`config.mk`:
```
export PLATFORM = sky130hd
export DESIGN_NAME = dns_query_packet_extractor
export DESIGN_NICKNAME = d
export VERILOG_FILES = /design/src/rtl/core/dqpe_pkg.sv /design/src/rtl/core/dqpe_ram.sv /design/src/rtl/core/dqpe_front.sv /design/src/rtl/core/dqpe_queue.sv /design/src/rtl/core/dqpe_back.sv /design/src/rtl/core/dns_query_packet_extractor.sv
export SDC_FILE = /design/constraint.sdc
export NUM_CORES = 2
export LEC_CHECK = 0
export BUFFER_PORTS_ARGS = -buffer_cell sky130_fd_sc_hd__buf_2
export CORE_ASPECT_RATIO = 1.4
export CORE_MARGIN = 5
export CORE_UTILIZATION = 40
export DETAILED_ROUTE_END_ITERATION = 10
export PLACE_DENSITY = 0.61
export SETUP_SLACK_MARGIN = 0.5
export SLEW_MARGIN = 30
export SYNTH_ARGS = -nofsm -noshare
export SYNTH_HDL_FRONTEND = slang
export SYNTH_HIERARCHICAL = 1
export SYNTH_MEMORY_MAX_BITS = 65536
export SYNTH_SLANG_ARGS = --single-unit
```
`constraint.sdc`:
```
create_clock -name clock -period 19 [get_ports clock]
set_input_delay 1.9 -clock clock [delete_from_list [all_inputs] [get_ports clock]]
set_output_delay 1.9 -clock clock [all_outputs]
set_load 0.1 [all_outputs]
```
`src/rtl/core/dqpe_pkg.sv`:
```
// Package for the DNS query extractor: payload structs, queue status,
// frame offsets and protocol codes. No dependencies.
`timescale 1ns / 1ps

package dqpe_pkg;

   localparam int NAME_MAX_LEN = 256;

   localparam logic [15:0] WATCHED_PORT_RESET = 16'd53;

   // Frame byte offsets, counted from the first Ethernet byte.
   localparam logic [9:0] POS_ETH_HI     = 10'd12;
   localparam logic [9:0] POS_ETH_LO     = 10'd13;
   localparam logic [9:0] POS_PROTO      = 10'd23;
   localparam logic [9:0] POS_SRC_FIRST  = 10'd26;
   localparam logic [9:0] POS_SRC_LAST   = 10'd29;
   localparam logic [9:0] POS_DST_FIRST  = 10'd30;
   localparam logic [9:0] POS_DST_LAST   = 10'd33;
   localparam logic [9:0] POS_SPORT_HI   = 10'd34;
   localparam logic [9:0] POS_SPORT_LO   = 10'd35;
   localparam logic [9:0] POS_DPORT_HI   = 10'd36;
   localparam logic [9:0] POS_DPORT_LO   = 10'd37;
   localparam logic [9:0] POS_ID_HI      = 10'd42;
   localparam logic [9:0] POS_ID_LO      = 10'd43;
   localparam logic [9:0] POS_FLAGS      = 10'd44;
   localparam logic [9:0] NAME_START     = 10'd54;
   localparam logic [9:0] TAIL_LAST_OFFS = 10'd57;
   localparam logic [9:0] POS_TOP        = 10'd1023;

   localparam logic [7:0]  ETHERTYPE_HI = 8'h08;
   localparam logic [7:0]  ETHERTYPE_LO = 8'h00;
   localparam logic [7:0]  PROTO_UDP    = 8'd17;
   localparam logic [7:0]  FLAGS_MASK   = 8'hF8;
   localparam logic [15:0] QTYPE_A      = 16'd1;
   localparam logic [15:0] QTYPE_AAAA   = 16'd28;
   localparam logic [15:0] QCLASS_IN    = 16'd1;

   localparam int QUEUE_DEPTH = 2;

   typedef struct packed {
      logic [7:0] data_byte;
      logic       last_byte;
   } req_type;

   typedef struct packed {
      logic [31:0] src_addr;
      logic [31:0] dst_addr;
      logic [15:0] src_port;
      logic [15:0] dst_port;
      logic [15:0] query_id;
      logic [15:0] query_type;
      logic [15:0] query_class;
      logic [8:0]  name_length;
      logic [4:0]  chunk_index;
      logic [63:0] name_chunk;
      logic        last_chunk;
   } rsp_type;

   // One qualified query, waiting for its name to be read out.
   typedef struct packed {
      logic [31:0] src_addr;
      logic [31:0] dst_addr;
      logic [15:0] src_port;
      logic [15:0] dst_port;
      logic [15:0] query_id;
      logic [15:0] query_type;
      logic [15:0] query_class;
      logic [8:0]  name_length;
      logic        bank;
   } event_type;

   typedef struct packed {
      logic empty;
      logic full;
   } queue_status_type;

   typedef enum logic [1:0] {
      BK_IDLE,
      BK_FETCH,
      BK_LOAD
   } back_state_type;

   // Address bits for the 8-byte words of one name bank.
   function automatic int chunk_addr_width(input int name_max);
      int chunks;
      chunks = (name_max + 7) / 8;
      return (chunks > 1) ? $clog2(chunks) : 1;
   endfunction

endpackage

```
`src/rtl/core/dqpe_ram.sv`:
```
// Generic single write port, single read port RAM with registered read.
// No dependencies.
`timescale 1ns / 1ps

module dqpe_ram #(
   parameter int WIDTH = 64,
   parameter int DEPTH = 64
) (
   input  logic                     clock,
   input  logic                     wr_en,
   input  logic [$clog2(DEPTH)-1:0] wr_addr,
   input  logic [WIDTH-1:0]         wr_data,
   input  logic [$clog2(DEPTH)-1:0] rd_addr,
   output logic [WIDTH-1:0]         rd_data
);

   logic [WIDTH-1:0] mem_ff [DEPTH];
   logic [WIDTH-1:0] rd_data_ff;

   always_ff @(posedge clock) begin
      if (wr_en) begin
         mem_ff[wr_addr] <= wr_data;
      end
      rd_data_ff <= mem_ff[rd_addr];
   end

   assign rd_data = rd_data_ff;

endmodule

```
`src/rtl/core/dqpe_front.sv`:
```
// Front end of the DNS query extractor: parses frame bytes, holds the port
// register, packs name bytes into 8-byte RAM words and pushes events.
// Depends on dqpe_pkg.
`timescale 1ns / 1ps

module dqpe_front #(
   parameter int NAME_MAX_LEN = dqpe_pkg::NAME_MAX_LEN,
   parameter int AW = dqpe_pkg::chunk_addr_width(NAME_MAX_LEN) + 1
) (
   input  logic                 clock,
   input  logic                 reset,
   input  logic                 accept,
   input  dqpe_pkg::req_type    item,
   input  logic                 csr_wr_en,
   input  logic [15:0]          csr_wr_data,
   output logic                 wr_en,
   output logic [AW-1:0]        wr_addr,
   output logic [63:0]          wr_data,
   output logic                 push,
   output dqpe_pkg::event_type  push_event
);

   localparam int IW = $clog2(NAME_MAX_LEN);
   localparam int CW = AW - 1;

   logic [15:0] port_ff, port_in;
   logic [9:0]  pos_ff, pos_in;
   logic        rej_ff, rej_in;
   logic        done_ff, done_in;
   logic        complete_ff, complete_in;
   logic [31:0] src_ff, src_in;
   logic [31:0] dst_ff, dst_in;
   logic [15:0] sport_ff, sport_in;
   logic [15:0] dport_ff, dport_in;
   logic [15:0] id_ff, id_in;
   logic [31:0] tail_ff, tail_in;
   logic [8:0]  len_ff, len_in;
   logic [63:0] acc_ff, acc_in;
   logic        bank_ff, bank_in;

   logic [IW-1:0] name_idx;
   logic [2:0]    lane;
   logic [63:0]   word_v;
   logic [15:0]   dport_v;
   logic [31:0]   tail_v;
   logic          event_hit;
   logic          type_ok;

   always_ff @(posedge clock) begin
      if (reset) begin
         port_ff     <= dqpe_pkg::WATCHED_PORT_RESET;
         pos_ff      <= '0;
         rej_ff      <= 1'b0;
         done_ff     <= 1'b0;
         complete_ff <= 1'b0;
         src_ff      <= '0;
         dst_ff      <= '0;
         sport_ff    <= '0;
         dport_ff    <= '0;
         id_ff       <= '0;
         tail_ff     <= '0;
         len_ff      <= '0;
         bank_ff     <= 1'b0;
      end else begin
         port_ff     <= port_in;
         pos_ff      <= pos_in;
         rej_ff      <= rej_in;
         done_ff     <= done_in;
         complete_ff <= complete_in;
         src_ff      <= src_in;
         dst_ff      <= dst_in;
         sport_ff    <= sport_in;
         dport_ff    <= dport_in;
         id_ff       <= id_in;
         tail_ff     <= tail_in;
         len_ff      <= len_in;
         bank_ff     <= bank_in;
      end
      acc_ff <= acc_in;
   end

   always_comb begin
      port_in     = csr_wr_en ? csr_wr_data : port_ff;
      pos_in      = pos_ff;
      rej_in      = rej_ff;
      done_in     = done_ff;
      complete_in = complete_ff;
      src_in      = src_ff;
      dst_in      = dst_ff;
      sport_in    = sport_ff;
      dport_in    = dport_ff;
      id_in       = id_ff;
      tail_in     = tail_ff;
      len_in      = len_ff;
      acc_in      = acc_ff;
      wr_en       = 1'b0;
      push        = 1'b0;

      name_idx = IW'(pos_ff - dqpe_pkg::NAME_START);
      lane     = name_idx[2:0];
      word_v   = (lane == 3'd0) ? 64'd0 : acc_ff;
      word_v[(7 - int'(lane)) * 8 +: 8] = item.data_byte;
      dport_v   = {dport_ff[7:0], item.data_byte};
      tail_v    = {tail_ff[23:0], item.data_byte};
      event_hit = (pos_ff == dqpe_pkg::TAIL_LAST_OFFS + 10'(len_ff));
      type_ok   = ((tail_v[31:16] == dqpe_pkg::QTYPE_A) ||
                   (tail_v[31:16] == dqpe_pkg::QTYPE_AAAA)) &&
                  (tail_v[15:0] == dqpe_pkg::QCLASS_IN);

      if (accept) begin
         if (!rej_ff && !done_ff) begin
            if (pos_ff == dqpe_pkg::POS_ETH_HI && item.data_byte != dqpe_pkg::ETHERTYPE_HI) begin
               rej_in = 1'b1;
            end
            if (pos_ff == dqpe_pkg::POS_ETH_LO && item.data_byte != dqpe_pkg::ETHERTYPE_LO) begin
               rej_in = 1'b1;
            end
            if (pos_ff == dqpe_pkg::POS_PROTO && item.data_byte != dqpe_pkg::PROTO_UDP) begin
               rej_in = 1'b1;
            end
            if (pos_ff inside {[dqpe_pkg::POS_SRC_FIRST:dqpe_pkg::POS_SRC_LAST]}) begin
               src_in = {src_ff[23:0], item.data_byte};
            end
            if (pos_ff inside {[dqpe_pkg::POS_DST_FIRST:dqpe_pkg::POS_DST_LAST]}) begin
               dst_in = {dst_ff[23:0], item.data_byte};
            end
            if (pos_ff inside {dqpe_pkg::POS_SPORT_HI, dqpe_pkg::POS_SPORT_LO}) begin
               sport_in = {sport_ff[7:0], item.data_byte};
            end
            if (pos_ff inside {dqpe_pkg::POS_DPORT_HI, dqpe_pkg::POS_DPORT_LO}) begin
               dport_in = dport_v;
               if (pos_ff == dqpe_pkg::POS_DPORT_LO && dport_v != port_ff) begin
                  rej_in = 1'b1;
               end
            end
            if (pos_ff inside {dqpe_pkg::POS_ID_HI, dqpe_pkg::POS_ID_LO}) begin
               id_in = {id_ff[7:0], item.data_byte};
            end
            if (pos_ff == dqpe_pkg::POS_FLAGS &&
                (item.data_byte & dqpe_pkg::FLAGS_MASK) != 8'd0) begin
               rej_in = 1'b1;
            end
            if (pos_ff >= dqpe_pkg::NAME_START) begin
               if (!complete_ff) begin
                  // Name byte: the word goes to RAM when full or at the root label.
                  acc_in = word_v;
                  wr_en  = (lane == 3'd7) || (item.data_byte == 8'd0);
                  if (item.data_byte == 8'd0) begin
                     complete_in = 1'b1;
                     len_in      = 9'(name_idx) + 9'd1;
                  end else if (name_idx == IW'(NAME_MAX_LEN - 1)) begin
                     rej_in = 1'b1;
                  end
               end else begin
                  tail_in = tail_v;
                  if (event_hit) begin
                     done_in = 1'b1;
                     push    = type_ok;
                  end
               end
            end
         end
         if (item.last_byte) begin
            pos_in      = '0;
            rej_in      = 1'b0;
            done_in     = 1'b0;
            complete_in = 1'b0;
            src_in      = '0;
            dst_in      = '0;
            sport_in    = '0;
            dport_in    = '0;
            id_in       = '0;
            tail_in     = '0;
            len_in      = '0;
         end else if (pos_ff != dqpe_pkg::POS_TOP) begin
            pos_in = pos_ff + 10'd1;
         end
      end
   end

   // Each queued event owns a bank; the next name goes to the other one.
   assign bank_in = bank_ff ^ push;
   assign wr_addr = {bank_ff, CW'(name_idx >> 3)};
   assign wr_data = word_v;

   always_comb begin
      push_event.src_addr    = src_ff;
      push_event.dst_addr    = dst_ff;
      push_event.src_port    = sport_ff;
      push_event.dst_port    = dport_ff;
      push_event.query_id    = id_ff;
      push_event.query_type  = tail_v[31:16];
      push_event.query_class = tail_v[15:0];
      push_event.name_length = len_ff;
      push_event.bank        = bank_ff;
   end

   a_push_needs_name : assert property (@(posedge clock) disable iff (reset)
      push |-> (complete_ff && !rej_ff && !done_ff && len_ff != 9'd0))
      else $error("event pushed without a complete name");

endmodule

```
`src/rtl/core/dqpe_queue.sv`:
```
// Two-entry event queue between the parser and the result sequencer.
// Depends on dqpe_pkg.
`timescale 1ns / 1ps

module dqpe_queue (
   input  logic                       clock,
   input  logic                       reset,
   input  logic                       push,
   input  dqpe_pkg::event_type        push_event,
   input  logic                       pop,
   output dqpe_pkg::event_type        head,
   output dqpe_pkg::queue_status_type status
);

   localparam int PW = $clog2(dqpe_pkg::QUEUE_DEPTH);

   dqpe_pkg::event_type entry_ff [dqpe_pkg::QUEUE_DEPTH];
   logic [PW-1:0] wr_ptr_ff, wr_ptr_in;
   logic [PW-1:0] rd_ptr_ff, rd_ptr_in;
   logic [PW:0]   count_ff, count_in;

   always_ff @(posedge clock) begin
      if (reset) begin
         wr_ptr_ff <= '0;
         rd_ptr_ff <= '0;
         count_ff  <= '0;
      end else begin
         wr_ptr_ff <= wr_ptr_in;
         rd_ptr_ff <= rd_ptr_in;
         count_ff  <= count_in;
      end
      if (push) begin
         entry_ff[wr_ptr_ff] <= push_event;
      end
   end

   always_comb begin
      wr_ptr_in = push ? wr_ptr_ff + PW'(1) : wr_ptr_ff;
      rd_ptr_in = pop ? rd_ptr_ff + PW'(1) : rd_ptr_ff;
      count_in  = count_ff + (PW+1)'(push) - (PW+1)'(pop);
   end

   assign head         = entry_ff[rd_ptr_ff];
   assign status.empty = (count_ff == '0);
   assign status.full  = (count_ff == (PW+1)'(dqpe_pkg::QUEUE_DEPTH));

   a_no_push_full : assert property (@(posedge clock) disable iff (reset)
      push |-> !status.full)
      else $error("event pushed into a full queue");

   a_no_pop_empty : assert property (@(posedge clock) disable iff (reset)
      pop |-> !status.empty)
      else $error("event popped from an empty queue");

endmodule

```
`src/rtl/core/dqpe_back.sv`:
```
// Result sequencer: reads the name of the head event one 8-byte word at a
// time and drives the result register. Depends on dqpe_pkg.
`timescale 1ns / 1ps

module dqpe_back #(
   parameter int NAME_MAX_LEN = dqpe_pkg::NAME_MAX_LEN,
   parameter int AW = dqpe_pkg::chunk_addr_width(NAME_MAX_LEN) + 1
) (
   input  logic                       clock,
   input  logic                       reset,
   input  dqpe_pkg::event_type        head,
   input  dqpe_pkg::queue_status_type status,
   output logic                       pop,
   output logic [AW-1:0]              rd_addr,
   input  logic [63:0]                rd_data,
   output logic                       rsp_valid,
   input  logic                       rsp_stall,
   output dqpe_pkg::rsp_type          rsp_item
);

   localparam int CW = AW - 1;

   dqpe_pkg::back_state_type state_ff, state_in;
   logic [4:0]        chunk_ff, chunk_in;
   logic              rsp_valid_ff, rsp_valid_in;
   dqpe_pkg::rsp_type rsp_item_ff, rsp_item_in;
   logic              slot_free;
   logic              is_last;

   always_ff @(posedge clock) begin
      if (reset) begin
         state_ff     <= dqpe_pkg::BK_IDLE;
         chunk_ff     <= '0;
         rsp_valid_ff <= 1'b0;
      end else begin
         state_ff     <= state_in;
         chunk_ff     <= chunk_in;
         rsp_valid_ff <= rsp_valid_in;
      end
      rsp_item_ff <= rsp_item_in;
   end

   assign slot_free = !rsp_valid_ff || !rsp_stall;
   assign is_last   = (chunk_ff == 5'((head.name_length - 9'd1) >> 3));
   assign rd_addr   = {head.bank, CW'(chunk_ff)};

   always_comb begin
      state_in     = state_ff;
      chunk_in     = chunk_ff;
      rsp_valid_in = rsp_valid_ff && rsp_stall;
      rsp_item_in  = rsp_item_ff;
      pop          = 1'b0;

      case (state_ff)
         dqpe_pkg::BK_IDLE: begin
            // The address already points at word zero of the head event.
            if (!status.empty) begin
               state_in = dqpe_pkg::BK_LOAD;
            end
         end
         dqpe_pkg::BK_FETCH: begin
            state_in = dqpe_pkg::BK_LOAD;
         end
         dqpe_pkg::BK_LOAD: begin
            if (slot_free) begin
               rsp_valid_in            = 1'b1;
               rsp_item_in.src_addr    = head.src_addr;
               rsp_item_in.dst_addr    = head.dst_addr;
               rsp_item_in.src_port    = head.src_port;
               rsp_item_in.dst_port    = head.dst_port;
               rsp_item_in.query_id    = head.query_id;
               rsp_item_in.query_type  = head.query_type;
               rsp_item_in.query_class = head.query_class;
               rsp_item_in.name_length = head.name_length;
               rsp_item_in.chunk_index = chunk_ff;
               rsp_item_in.name_chunk  = rd_data;
               rsp_item_in.last_chunk  = is_last;
               if (is_last) begin
                  pop      = 1'b1;
                  chunk_in = '0;
                  state_in = dqpe_pkg::BK_IDLE;
               end else begin
                  chunk_in = chunk_ff + 5'd1;
                  state_in = dqpe_pkg::BK_FETCH;
               end
            end
         end
         default: begin
            state_in = dqpe_pkg::BK_IDLE;
            chunk_in = '0;
         end
      endcase
   end

   assign rsp_valid = rsp_valid_ff;
   assign rsp_item  = rsp_item_ff;

   a_chunk_in_range : assert property (@(posedge clock) disable iff (reset)
      (state_ff == dqpe_pkg::BK_LOAD) |->
         (chunk_ff <= 5'((head.name_length - 9'd1) >> 3)))
      else $error("name word index past the captured length");

   a_busy_has_event : assert property (@(posedge clock) disable iff (reset)
      (state_ff != dqpe_pkg::BK_IDLE) |-> !status.empty)
      else $error("sequencer busy with no queued event");

endmodule

```
`src/rtl/core/dns_query_packet_extractor.sv`:
```
// Top level of the DNS query extractor: parser, event queue, name RAM and
// result sequencer. Depends on dqpe_pkg, dqpe_front, dqpe_queue, dqpe_ram, dqpe_back.
`timescale 1ns / 1ps

// The block takes an Ethernet frame one byte per item, with last_byte set on
// the final byte, and picks out IPv4/UDP DNS standard queries whose UDP
// destination port equals the port register (csr_wr_data, reset 53). The IPv4
// header is always taken as 20 bytes. For a query of type A or AAAA and class
// IN it gives one result item per 8-byte slice of the question name, each
// carrying addresses, ports, id, type, class and the name length; last_chunk
// marks the final one. Frames that end early, fail a check or carry a name
// longer than NAME_MAX_LEN give nothing. Input bytes are taken one per cycle
// while req_stall is low. A qualified query goes into a two-entry queue and
// its name into one of two banks of the name RAM; while two queries wait,
// req_stall is high. The result sequencer reads one name word per RAM read,
// registering a result item in LOAD when the output is free and passing
// through FETCH before each further word. The name RAM is never cleared:
// every word read was written by the frame that produced the query. The port
// register may be written at any time; its value at the last destination-port
// byte decides.

module dns_query_packet_extractor #(
   parameter int NAME_MAX_LEN = dqpe_pkg::NAME_MAX_LEN
) (
   input  logic              clock,
   input  logic              reset,
   input  logic              req_valid,
   output logic              req_stall,
   input  dqpe_pkg::req_type req_item,
   output logic              rsp_valid,
   input  logic              rsp_stall,
   output dqpe_pkg::rsp_type rsp_item,
   input  logic              csr_wr_en,
   input  logic [15:0]       csr_wr_data
);

   // One bank bit above the word address of a name.
   localparam int AW = dqpe_pkg::chunk_addr_width(NAME_MAX_LEN) + 1;
   localparam int RAM_DEPTH = 1 << AW;

   logic                       accept;
   logic                       wr_en;
   logic [AW-1:0]              wr_addr;
   logic [63:0]                wr_data;
   logic [AW-1:0]              rd_addr;
   logic [63:0]                rd_data;
   logic                       push;
   logic                       pop;
   dqpe_pkg::event_type        push_event;
   dqpe_pkg::event_type        head;
   dqpe_pkg::queue_status_type status;

   // With both queue entries taken, both name banks are in use.
   assign req_stall = status.full;
   assign accept    = req_valid && !req_stall;

   dqpe_front #(
      .NAME_MAX_LEN (NAME_MAX_LEN),
      .AW           (AW)
   ) u_front (
      .clock       (clock),
      .reset       (reset),
      .accept      (accept),
      .item        (req_item),
      .csr_wr_en   (csr_wr_en),
      .csr_wr_data (csr_wr_data),
      .wr_en       (wr_en),
      .wr_addr     (wr_addr),
      .wr_data     (wr_data),
      .push        (push),
      .push_event  (push_event)
   );

   dqpe_queue u_queue (
      .clock      (clock),
      .reset      (reset),
      .push       (push),
      .push_event (push_event),
      .pop        (pop),
      .head       (head),
      .status     (status)
   );

   dqpe_ram #(
      .WIDTH (64),
      .DEPTH (RAM_DEPTH)
   ) u_name_ram (
      .clock   (clock),
      .wr_en   (wr_en),
      .wr_addr (wr_addr),
      .wr_data (wr_data),
      .rd_addr (rd_addr),
      .rd_data (rd_data)
   );

   dqpe_back #(
      .NAME_MAX_LEN (NAME_MAX_LEN),
      .AW           (AW)
   ) u_back (
      .clock     (clock),
      .reset     (reset),
      .head      (head),
      .status    (status),
      .pop       (pop),
      .rd_addr   (rd_addr),
      .rd_data   (rd_data),
      .rsp_valid (rsp_valid),
      .rsp_stall (rsp_stall),
      .rsp_item  (rsp_item)
   );

   // The parser must never write the bank that the sequencer is reading.
   a_bank_apart : assert property (@(posedge clock) disable iff (reset)
      (wr_en && !status.empty) |-> (wr_addr[AW-1] != head.bank))
      else $error("name write into a bank still being read");

endmodule

```
* Word level (Yosys, flattened, before mapping) *
Memory sizes are Yosys's and may differ from the RTL's. A register that Yosys moved wholly into a read port is not among the register bits.
Index checks and enable logic that the tools add are counted.

operators by class
  $add $sub $neg = 12
  multiply operators = 0
  div/mod/pow operators = 0
  order comparisons = 5
  equal/unequal tests = 27
  shift operators = 2
  muxes and demuxes = 77
  bitwise gates (word level) = 3
  reduce and logical (&&, ||, !) cells = 55

operator list
  kind                       number
  $mux W32                   6
  $mux W16                   9
  $mux W24                   4
  $eq A10 B6 Y1 const B      7
  $bwmux W64                 1
  $mux W64                   1
  $shift A8 B33 Y64 const A  1
  $shiftx A8 B33 Y64         1
  $mux W9                    5
  $mux W1                    43
  $neg A32 Y33               1
  $eq A16 B1 Y1 const B      2
  $reduce_bool A2 Y1         14
  $eq A10 B4 Y1 const B      2
  $ge A10 B5 Y1 const B      2
  $mux W10                   2
  $reduce_and A3 Y1          6
  $eq A16 B5 Y1 const B      1
  $ne A16 B16 Y1             1
  $reduce_bool A8 Y1         2
  $logic_and A1 B1 Y1        11
  $add A10 B1 Y10 const B    1
  $add A6 B9 Y10 const A     1
  $eq A10 B10 Y1             1
  37 further kinds           56

word-level totals
  bits in registers = 474
  latch bits = 0
  bits in writable memories = 4,404
  ROM bits = 0
  input port bits = 30
  word-level logic and storage cells = 214
  memories = 2

memories
  memory             words  bits a word  read ports  clocked after memory_dff  write ports  RTL line          text
  u_name_ram.mem_ff  64     64           1           1                         1            dqpe_ram.sv:17    logic [WIDTH-1:0] mem_ff [DEPTH];
  u_queue.entry_ff   2      154          1           1                         1            dqpe_queue.sv:17  dqpe_pkg::event_type entry_ff [dqpe_pkg::QUEUE_DEPTH];

* Longest topological paths before layout *
  word-level depth = 14
  mapped depth = 15
  gate-level depth less buffers = 11

* By module *
Netlist, hierarchy kept.

by module, submodules not included
  module                      times used  cells an instance  area each (µm²)  sequential area each (µm²)
  dqpe_ram                    1           6,598              156,357.5        124,279.2
  dqpe_queue                  1           500                11,559.8         9,349.0
  dqpe_front                  1           1,099              10,149.7         5,425.2
  dqpe_back                   1           293                7,250.7          6,856.6
  dns_query_packet_extractor  1           1                  13.8             0.0

* Worst setup path after synthesis *
No wires, ideal clock.

  path kind = input port to flip-flop
  start = in req_item[8] (netlist bit)
  end = mem u_queue/entry_ff[0][0] (netlist bit), enable pin
  data arrival time = 10,223 ps
  slack = 8,089 ps
  stages = 5
  buffers on the path = 0
  path through = or4_1 nor2_1 nand2_1 a2111oi_0 nor2b_1

between the ends
  cells in the longest elaborated chain, start to end = 9

RTL lines
  what                           RTL line                          text
  from (decl)                    dns_query_packet_extractor.sv:29  input dqpe_pkg::req_type req_item,
  $eq A16 B1 Y1                  dqpe_front.sv:108                 (tail_v[15:0] == dqpe_pkg::QCLASS_IN);
  $logic_and A1 B1 Y1            dqpe_front.sv:107                 (tail_v[31:16] == dqpe_pkg::QTYPE_AAAA)) &&
  $mux W1                        dqpe_front.sv:156                 if (event_hit) begin
  $mux W1                        dqpe_front.sv:144                 if (!complete_ff) begin
  $mux W1                        dqpe_front.sv:143                 if (pos_ff >= dqpe_pkg::NAME_START) begin
  $mux W1                        dqpe_front.sv:111                 if (!rej_ff && !done_ff) begin
  $mux W1                        dqpe_front.sv:110                 if (accept) begin
  via push                       dns_query_packet_extractor.sv:47  logic push;
  $mux W1                        dqpe_queue.sv:32                  if (push) begin
  $mux W1 (implied by the code)  dqpe_queue.sv:33                  entry_ff[wr_ptr_ff] <= push_event;
  to (decl)                      dqpe_queue.sv:17

The timed path passes the listed nets, and every way through them passes these cells.

==> key figures <==
Outcome
  – Status: complete, no violations

Floorplanning
  – Die W: 585 um
  – Site Rows: 295
  – Initial Util: 40.2%
  – Die area: 0.477 mm2
  – Core area: 0.461 mm2
  – I/O pin count: 255
  – Die extent in y: 815 um

Detailed routing
  – Routed Antenna Nets: 0
  – First-pass DRT Iterations: 6
  – Avg WL per Cell: 31.0 um
  – Routed via count: 89500
  – DR iter-0 viols: 10100
  – Routed wire length: 480000 um
  – Via/cell ratio: 5.79
  – # DRC: 0

Global route
  – GRT overflow: 0
  – Global-route wire length before repair: 682000 um
  – Vias in the first global route: 91000
  – Initial antenna violation count: 34
  – Total GRT Usage: 19.7%
  – Largest net degree at the start of global routing: 120

CTS
  – Htree depth: 5
  – CTS resizes: 0
  – Clock transition at path regs: 0.06 ns
  – Cts hold-fix bufs: 0
  – Clock buffers created by TritonCTS: 441
  – Bufs on Longest Clock Path: 4
  – Clk Tree Root Cell: clkbuf_16
  – Clk_lat worst skew: 1.02 ns
  – CTS tree: built
  – Setup Fix Bufs, Post-CTS: 0
  – Sink Count: 4943

Worst setup path
  – CP endpoint kind: flip-flop
  – CP bufs+invs: 5
  – Crit-path max FO: 86
  – CP Launch Type: flip-flop
  – Top cell by count, worst path: buf_4
  – Critical path class: flip-flop to flip-flop
  – Req. time, crit path: 19.85 ns
  – Worst path cell trace: buf_12 -> buf_4 -> buf_4 -> buf_4 -> buf_4 -> mux4_2 -> a22o_1 -> nor2_1 -> a211oi_1
  – Max stage delay on crit path: 0.80 ns
  – Crit path max-delay cell type: dfxtp_4
  – CP arrival: 7.00 ns
  – Cell family with most CP delay: buffers and inverters

Logic synthesis
  – Number of enable flip-flop cells after synthesis: 4691
  – Top-area cell type share of the netlist area: 76.0%
  – Synth warn: 6
  – Syn Nets: 8534
  – Most frequent cell after synthesis: edfxtp_1
  – Leading area contributor after synthesis: edfxtp_1
  – Synth Instances: 8491
  – Largest cells by area after synthesis: edfxtp_1 (76%), mux4_2 (12%), dfxtp_1 (2.7%), a22oi_1 (1.1%), mux2i_1 (0.80%)
  – Async S/R FF share, synth: 0%
  – Post-synth top flop: edfxtp_1
  – Synthesis-stage register bit count: 4943
  – Post-Syn Area: 0.185 mm2
  – Seq/Total Area, Yosys: 78.7%
  – Synth Area per Inst: 21.8 um2
  – Yosys cell types: 73
  – Synth top cells by count: edfxtp_1 (4691), mux4_2 (1024), nor2_1 (280)

Power
  – Leak pwr: 0.0632 uW
  – Peak supply drop: 0.0910 mV
  – Comb pwr share: 1.9%
  – Internal Power: 16800 uW
  – Sw Pwr: 4300 uW
  – Sw frac: 20.4%
  – Part of the power in registers: 56.3%
  – PwrDens: 101 mW/mm2
  – Clock power share: 41.8%

Finish
  – Synthesis-to-layout area growth: 13.3%
  – Fraction of layout cells with a size suffix above 1: 27.4%
  – Final Cell Area: 0.210 mm2
  – Fin nets: 9022
  – Final Util: 45.5%

Timing
  – Max-Slew Margin vs Limit: 29.8%
  – Fmax: 163 MHz
  – Tmin final: 6.15 ns
  – Final Cycle Share: 32.4%
  – Setup TNS Final: 0 ns
  – Slew Viols, Final: 0
  – Measured slew at the worst slew-check pin: 1.05 ns
  – Final Skew: 0.0799 ns
  – Unrepaired setup endpoints after global routing: no
  – Final setup vio count: 0
  – Final hold violation count: 0

Placement
  – Post-DP Area: 0.196 mm2
  – # port buffers: 254
  – DP HPWL: 279000 um
  – GP Congestion: 0.807

Run
  – Max-cap violations: 0

Min path
  – Min-delay worst type: flip-flop to flip-flop
[worst paths after layout]
| path | startpoint | to | slack (ns) | cells past startpoint |
|---|---|---|---|---|
| setup reg to reg | u_back/chunk_ff[0] | u_name_ram/rd_data[8] | 12.85 | 9 |
| setup / recovery | u_back/chunk_ff[0] | u_name_ram/rd_data[8] | 12.85 | 9 |
| hold / removal | u_name_ram/rd_data[14] | u_back/rsp_item[15] | 0.40 | 0 |
| hold reg to reg | u_name_ram/rd_data[14] | u_back/rsp_item[15] | 0.40 | 0 |
[state kept, by name, indices dropped and copies added (netlist names), 24 cells and up, named ones only]
register	flops
u_front/src_ff	32
u_front/dst_ff	32
u_back/rsp_item	223
u_queue/entry_ff	308
u_name_ram/rd_data	64
u_front/tail_ff	24
u_name_ram/mem_ff	4096
u_front/acc_ff	64
[stage by stage]
stage / cells / power (uW) / hold slack (ns) / setup WS [ns]
final: 15500 / 21100 / 0.399 / 12.85
after global routing: 15400 / 21800 / 0.398 / 12.16
after CTS: 15400 / 21300 / 0.400 / 12.66
after detailed placement: 14600 / 12500 / 0.389 / 12.03
after global placement: 14600 / 12500 / 0.389 / 11.93
after floorplan: 8491 / 12300 / 0.386 / 8.09
[layout make-up]
| class | count | area (um2) |
|---|---|---|
| Sequential cell | 4943 | 146000 |
| Clock inverter | 251 | 2530 |
| Multi-Input combinational cell | 3027 | 38300 |
| Antenna cell | 28 | 70.1 |
| Clock buffer | 557 | 11700 |
| Fill cell | 37900 | 251000 |
| Tap cell | 6088 | 7620 |
| Inverter | 37 | 146 |
| Timing Repair Buffer | 529 | 3620 |
[placed cells by master (no fill, tap or decap), drive strengths merged, types with 26 or more instances in the layout]
cell / count
diode: 28
bufinv: 37
o221ai: 39
dfxtp: 252
inv: 50
nor2b: 42
o22ai: 83
a211oi: 65
buf: 529
or3: 33
edfxtp: 4691
nand3: 117
nor2: 282
clkbuf: 557
clkinv: 188
and3: 68
mux2i: 148
a41oi: 26
nand2: 190
mux2: 155
a22oi: 281
or2: 29
a22o: 88
xor2: 29
a21oi: 39
o21ai: 82
mux4: 1024
[kinds of logic (layout without fill, tap and decap cells)]
family          count (synthesis)  after routing  share of synthesized area [%]
simple gates                  860            860                           2.22
fa+ha+maj                      13             13                         0.0878
flops                        4943           4943                           78.7
other cells                     0             28                              0
buf+inv                       521           1374                           1.35
xor+xnor                       52             52                          0.253
compound gates                775            775                           3.05
mux                          1327           1327                           14.3
[layer usage]
metal  wire length [um]  global-route usage [%]  up-vias
met3              34300                    3.01      757
met1             182000                    25.6    48300
met4              18700                    6.81       10
met2             245000                    33.9     3894
li1                   -                       -    36500
met5                 64                       0        -
[power groups by stage]
| stage | sequential [uW] | clock [uW] | combinational (uW) |
|---|---|---|---|
| finish | 11900 | 8840 | 394 |
| global route | 11900 | 9460 | 412 |
| CTS | 11900 | 9010 | 397 |
| detailed placement | 12100 | 0 | 396 |
| global placement | 12100 | 0 | 385 |
| floorplan | 12100 | 0 | 165 |
(Power assumes the default switching activity.)
